<file path="src/design/mpsq_pkg.sv">
// Package for the multi-pop shifting command queue.
// Holds queue sizes, field widths and the word types; no dependencies.
package mpsq_pkg;

    localparam int DEPTH       = 8;
    localparam int ENTRY_WIDTH = 64;
    localparam int FIELD_W     = 64;
    localparam int CNT_W       = $clog2(DEPTH + 1);

    // most entries one step may remove
    localparam logic [1:0] POP_LIMIT = 2'd2;

    typedef logic [ENTRY_WIDTH-1:0] t_entry;
    typedef logic [CNT_W-1:0]       t_count;

    typedef struct packed {
        logic               push_valid;
        logic [FIELD_W-1:0] push_data;
        logic [1:0]         pop_request;
    } t_cmd;

    typedef struct packed {
        logic               push_accepted;
        logic               front_valid;
        logic [FIELD_W-1:0] front_data;
        logic               second_valid;
        logic [FIELD_W-1:0] second_data;
    } t_result;

    typedef struct packed {
        t_count count;
        logic   full;
    } t_status;

endpackage

</file>
<file path="src/design/mpsq_queue.sv">
// Queue storage and one-step update: pop, collapse, push.
// Depends on mpsq_pkg for sizes and the command/result words.
module mpsq_queue (
    input  logic             i_clk,
    input  logic             i_rst_n,
    input  logic             i_step,
    input  mpsq_pkg::t_cmd   i_cmd,
    output mpsq_pkg::t_result o_result,
    output mpsq_pkg::t_status o_status
);

    localparam int DP = mpsq_pkg::DEPTH;
    localparam int CW = mpsq_pkg::CNT_W;
    localparam int EW = mpsq_pkg::ENTRY_WIDTH;
    localparam int FW = mpsq_pkg::FIELD_W;
    localparam logic [CW-1:0] FULL = CW'(DP);

    mpsq_pkg::t_entry r_slots [DP];
    mpsq_pkg::t_entry n_slots [DP];
    mpsq_pkg::t_count r_count;
    mpsq_pkg::t_count n_count;

    logic [1:0]       pop_lim;
    mpsq_pkg::t_count take;
    mpsq_pkg::t_count keep;
    logic             ready;
    logic             accept;
    mpsq_pkg::t_entry word;
    mpsq_pkg::t_entry src;

    always_comb begin
        pop_lim = (i_cmd.pop_request > mpsq_pkg::POP_LIMIT) ? mpsq_pkg::POP_LIMIT
                                                             : i_cmd.pop_request;
        take    = (CW'(pop_lim) > r_count) ? r_count : CW'(pop_lim);
        keep    = r_count - take;
        ready   = (r_count < FULL);
        accept  = i_cmd.push_valid && ready;
        word    = i_cmd.push_data[EW-1:0];
        src     = '0;
        for (int i = 0; i < DP; i++) begin
            // collapse toward the front by the pop amount
            if (take == CW'(0)) begin
                src = r_slots[i];
            end else if (take == CW'(1)) begin
                src = (i + 1 < DP) ? r_slots[(i + 1) % DP] : '0;
            end else begin
                src = (i + 2 < DP) ? r_slots[(i + 2) % DP] : '0;
            end
            n_slots[i] = (CW'(i) < keep) ? src : '0;
            if (accept && (CW'(i) == keep)) begin
                n_slots[i] = word;
            end
        end
        n_count = keep + CW'(accept);

        o_result.push_accepted = accept;
        o_result.front_valid   = (n_count >= CW'(1));
        o_result.front_data    = o_result.front_valid ? FW'(n_slots[0]) : '0;
        o_result.second_valid  = (n_count >= CW'(2));
        o_result.second_data   = o_result.second_valid ? FW'(n_slots[1]) : '0;

        o_status.count = r_count;
        o_status.full  = !ready;
    end

    always_ff @(posedge i_clk) begin
        if (!i_rst_n) begin
            r_count <= '0;
            for (int i = 0; i < DP; i++) begin
                r_slots[i] <= '0;
            end
        end else if (i_step) begin
            r_count <= n_count;
            for (int i = 0; i < DP; i++) begin
                r_slots[i] <= n_slots[i];
            end
        end
    end

endmodule

</file>
<file path="src/design/multi_pop_shifting_command_queue.sv">
// Multi-pop shifting command queue: input register, queue step, result register.
// Throughput is 1 word/cycle while the output is not stalled.
// The queue state advances as a word moves from the input to the result register.
// Reset (synchronous, active low) empties the queue and clears all slots to zero.
// Depends on mpsq_pkg and mpsq_queue.
module multi_pop_shifting_command_queue (
    input  logic        i_clk,
    input  logic        i_rst_n,
    input  logic        i_in_valid,
    output logic        o_in_stall,
    input  logic        i_push_valid,
    input  logic [63:0] i_push_data,
    input  logic [1:0]  i_pop_request,
    output logic        o_out_valid,
    input  logic        i_out_stall,
    output logic        o_push_accepted,
    output logic        o_front_valid,
    output logic [63:0] o_front_data,
    output logic        o_second_valid,
    output logic [63:0] o_second_data
);

    logic              r_in_vld;
    mpsq_pkg::t_cmd    r_cmd;
    logic              r_out_vld;
    mpsq_pkg::t_result r_result;

    mpsq_pkg::t_result w_result;
    mpsq_pkg::t_status w_status;
    logic              move;
    logic              load;

    // advance a word when the result register is free or being drained
    assign move       = r_in_vld && (!r_out_vld || !i_out_stall);
    assign load       = !r_in_vld || move;
    assign o_in_stall = !load;

    mpsq_queue u_queue (
        .i_clk    (i_clk),
        .i_rst_n  (i_rst_n),
        .i_step   (move),
        .i_cmd    (r_cmd),
        .o_result (w_result),
        .o_status (w_status)
    );

    always_ff @(posedge i_clk) begin
        if (!i_rst_n) begin
            r_in_vld <= 1'b0;
        end else if (load) begin
            r_in_vld <= i_in_valid;
        end
    end

    always_ff @(posedge i_clk) begin
        if (load && i_in_valid) begin
            r_cmd.push_valid  <= i_push_valid;
            r_cmd.push_data   <= i_push_data;
            r_cmd.pop_request <= i_pop_request;
        end
    end

    always_ff @(posedge i_clk) begin
        if (!i_rst_n) begin
            r_out_vld <= 1'b0;
        end else if (move) begin
            r_out_vld <= 1'b1;
        end else if (!i_out_stall) begin
            r_out_vld <= 1'b0;
        end
    end

    always_ff @(posedge i_clk) begin
        if (move) begin
            r_result <= w_result;
        end
    end

    assign o_out_valid     = r_out_vld;
    assign o_push_accepted = r_result.push_accepted;
    assign o_front_valid   = r_result.front_valid;
    assign o_front_data    = r_result.front_data;
    assign o_second_valid  = r_result.second_valid;
    assign o_second_data   = r_result.second_data;

`ifndef SYNTHESIS
    a_count_bound: assert property (@(posedge i_clk) disable iff (!i_rst_n)
        w_status.count <= mpsq_pkg::CNT_W'(mpsq_pkg::DEPTH))
        else $error("queue count above depth");

    a_full_refuses: assert property (@(posedge i_clk) disable iff (!i_rst_n)
        move && w_status.full |-> !w_result.push_accepted)
        else $error("push accepted into full queue");

    a_empty_front: assert property (@(posedge i_clk) disable iff (!i_rst_n)
        r_out_vld && !r_result.front_valid |->
            (r_result.front_data == '0) && !r_result.second_valid)
        else $error("empty front shows data or second entry");

    a_second_implies_front: assert property (@(posedge i_clk) disable iff (!i_rst_n)
        r_out_vld && r_result.second_valid |-> r_result.front_valid)
        else $error("second entry valid without front entry");
`endif

endmodule
</file>
<file path="config.mk">
export PLATFORM = sky130hd
export DESIGN_NAME = multi_pop_shifting_command_queue
export DESIGN_NICKNAME = d
export VERILOG_FILES = /design/src/design/mpsq_pkg.sv /design/src/design/mpsq_queue.sv /design/src/design/multi_pop_shifting_command_queue.sv
export SDC_FILE = /design/constraint.sdc
export NUM_CORES = 1
export LEC_CHECK = 0
export BUFFER_PORTS_ARGS = -buffer_cell sky130_fd_sc_hd__buf_4
export CAP_MARGIN = 10
export CORE_AREA = 5 5 317 226
export CTS_CLUSTER_DIAMETER = 30
export DETAILED_ROUTE_END_ITERATION = 6
export DIE_AREA = 0 0 322 231
export PLACE_DENSITY = 0.74
export SETUP_SLACK_MARGIN = 0.05
export SLEW_MARGIN = 20
export SYNTH_ARGS = -nofsm -noshare
export SYNTH_HDL_FRONTEND = slang
export SYNTH_SLANG_ARGS = --single-unit
</file>
<file path="constraint.sdc">
create_clock -name i_clk -period 7.85 [get_ports i_clk]
set_input_delay 0.785 -clock i_clk [delete_from_list [all_inputs] [get_ports i_clk]]
set_output_delay 0.785 -clock i_clk [all_outputs]
set_load 0.03 [all_outputs]
</file>
==> impl_metrics.ini <==
[power_and_ir_drop]
internal_power_mw = 10.8
p_comb_frac = 0.295
power_per_cell_area_nw_per_um2 = 377
share_clk_of_total_power = 0.351
power_switching_share = 0.352
p_leak_nw = 15.6
power_switching_mw = 5.85
power.share.sequential = 0.353
ir_worst_vdd_v = 0.000507

[critical_path]
max_stage_delay_ns = 1.03
crit_chain = inv_1, ha_1, a211oi_1, o21a_4, mux2_2, inv_1, fa_1, xnor2_2, a2111oi_1, nor2_4, o21ai_4, buf_4, nor3_1
timing.critical_path.max_delay_family = compound AO/OA/AOI/OAI gates
crit_type = flop to flop
worst_setup_path_startpoint = u_queue.r_count[1]
cp.arrival_ns = 7.01
cp-start-kind = flop
timing.critical_path.required_ns = 8.27
timing.critical_path.slowest_stage_cell = o21ai_4
dominant_cell_type_by_count_on_the_critical_path = inv_1
worstPathBufferInverterCount = 3
critPathMaxFanout = 49
worstSetupEndpointType = flop
critical_path.reg2reg.startpoint = u_queue.r_count[1]

[drt]
vias_per_cell = 6.49
routed-via-count = 28700
drtPass1Iterations = 7
post-route-drc-count = 11
detail_route.wirelength_mm = 110
ant_nets = 0
detailedRoute.firstIterationViolations = 4281
routedWlPerCell_um = 24.9

[outcome]
run_status = complete, but fails checks
failing_checks = DRC

[placed_design]
io_buffer_count = 203
placedInstanceArea_um2 = 39600
detailed_placement_hpwl_mm = 63.7
detailedPlace.worstSlack_ns = 1.53
gpl.final_weighted_congestion = 0.884

[floorplanning]
top_level_ports = 204
initial_core_util = 0.549
coreArea_um2 = 68700
dieArea_um2 = 74400
die_width_um = 322
die_height_um = 231
row_count = 81

[cts]
cts_hold_buffers = 0
cts_setup_buffers = 0
clockBufferDepth = 3
clock_insertion_delay_worst_skew_ns = 0.72
cts_tree = built
clock_tree.root_cell = clkbuf_16
cts_max_level = 4
numCtsBuffers = 131
clock_pin_slew_worst_setup_and_hold_paths_ns = 0.05
cts.repair.resized = 0
tritoncts_num_sinks = 716

[timing]
clock_skew_ns = 0.0270
setup_slack_ns = 1.27
slew_headroom = 0.185
setup-tns-final_ns = 0
setup_viol = 0
rsz0062_at_grt = no
number_of_max_slew_violations_in_the_final_report = 0
worst_slew_pin_slew_ns = 1.22
final.period_utilization = 0.839
timing.fmax_mhz = 152
fin_crit_ns = 6.58
finalHoldViolCount = 0

[synthesis]
yosysWarnings = 0
synth_seq_area_share = 0.568
synth.net_count = 3436
syn-instance-count = 3358
synth_area_um2 = 37800
avgSynthCellArea_um2 = 11.2
number_of_different_library_cells_in_the_post_synthesis_netlist = 55
synth_async_sr_flop_share = 0
synth_edf_count = 710
synth_flop_cell = edfxtp_1
synth_seq_cells = 716

[min_path]
hold_path.class = primary input to flop
worstHoldStart = i_push_data[12]

[grt]
grt_antenna_before_repair = 3
grt_start_max_net_pins = 156
global_route_total_usage_across_every_layer = 0.288
grt_pass1_wl_mm = 167
grt_pass1_vias = 28100
grt_overflow_total = 0

[finish]
antenna_cells_inserted = 0
layout-drive-gt1-share = 0.145
final_area_um2 = 44100
syn2layout_area_growth_pct = 16.8
multi_input_area_um2 = 14900
fin_nets = 3476
fill_cells = 5113
regArea_um2 = 21400

[flow_run]
cap_violations = 0
stage by stage:
stage	hold WS (ns)	power [mW]	std cells	utilization
finish	0.249	16.6	4418	0.642
global route	0.222	17.2	4418	0.642
CTS	0.204	16.5	4418	0.642
detailed placement	0.513	10.7	4178	0.576
global placement	0.487	10.5	4177	0.575
floorplan	0.472	9.16	3358	-
layout make-up:
class,count,share of cell area
multi-input cells,2285,0.338
flip-flops and latches,716,0.486
inverters,12,0.00125
repair buffers,252,0.0455
clock inverters,90,0.0249
well taps,913,0.0259
clock buffers,150,0.0779
state kept, by name, summed over array words and instances (netlist names):
name	count
o_out_valid	1
u_queue.r_count	4
o_front_valid	1
o_second_valid	1
r_in_vld	1
o_push_accepted	1
u_queue.r_slots	512
o_second_data	64
o_front_data	64
r_cmd	67
Yosys cell counts, types with 2 or more instances:
cell type / number / share of area
o21ai_0: 89 / 0.012
buf_6: 10 / 0.0030
and2_1: 67 / 0.011
o21ai_1: 47 / 0.0062
xor2_1: 2 / 0.00046
mux2_2: 2 / 0.00060
a22o_1: 64 / 0.015
inv_1: 11 / 0.0011
a21oi_1: 223 / 0.030
a2111oi_0: 17 / 0.0039
a2111oi_4: 2 / 0.0015
a2111oi_1: 27 / 0.0072
o31ai_1: 64 / 0.013
o21a_1: 2 / 0.00040
o2bb2ai_1: 64 / 0.015
a222oi_1: 20 / 0.0053
nor2b_1: 12 / 0.0020
nand2b_1: 2 / 0.00033
dfxtp_1: 6 / 0.0032
nand2_1: 761 / 0.076
buf_2: 32 / 0.0042
buf_4: 46 / 0.0091
edfxtp_1: 710 / 0.56
buf_1: 50 / 0.0050
a211oi_1: 107 / 0.021
ha_1: 6 / 0.0020
xnor2_1: 2 / 0.00046
and3_1: 2 / 0.00033
nor4_1: 43 / 0.0071
clkbuf_1: 206 / 0.020
nor2_1: 60 / 0.0060
mux2i_1: 534 / 0.14
nor3_1: 46 / 0.0061
per-layer routing:
| metal | routed length, um | part of all wire | global-route usage |
|---|---|---|---|
| met1 | 44700 | 0.41 | 0.409 |
| met2 | 48000 | 0.44 | 0.425 |
| met3 | 14000 | 0.13 | 0.0764 |
| met4 | 3400 | 0.031 | 0.113 |
| met5 | 13 | 0.00012 | 0 |
kinds of logic (layout without fill, tap and decap cells):
kind of cell	after synthesis	count (layout)	synth area share
muxes	537	537	0.143
and+or+nand+nor	1004	1004	0.111
adders and majority gates	7	7	0.00252
AOI/OAI and AO/OA	731	731	0.131
buffers and inverters	357	504	0.0432
DFF	716	716	0.568
xor gates and xnor gates	6	6	0.00196
path summary, 6_finish.rpt:
path / endpoint / slack (ns) / cells past startpoint
max: u_queue.r_slots[0][93] / 1.27 / 13
min: r_cmd[14] / 0.25 / 1
max reg2reg: u_queue.r_slots[0][93] / 1.27 / 13
min reg2reg: o_out_valid / 0.52 / 2
power groups by stage:
stage          clock, mW  sequential (mW)  combinational, mW
6_report            5.84             5.87               4.90
5_1_grt             6.08             5.93               5.20
3_5_place_dp           0             5.90               4.78
4_1_cts             5.88             5.84               4.81
2_1_floorplan          0             5.98               3.18
3_3_place_gp           0             5.86               4.62
placed cells by master, fill, tap and decap left out, drive strengths merged, types with 43 or more instances in the layout:
cell type,count
and2,68
o21ai,136
nor2,61
o2bb2ai,64
clkbuf,150
buf,252
a21oi,223
nor4,44
edfxtp,710
a22o,64
a2111oi,46
o31ai,64
clkinv,43
mux2i,534
nand2,761
a211oi,108
nor3,46
(Power assumes the default switching activity.)
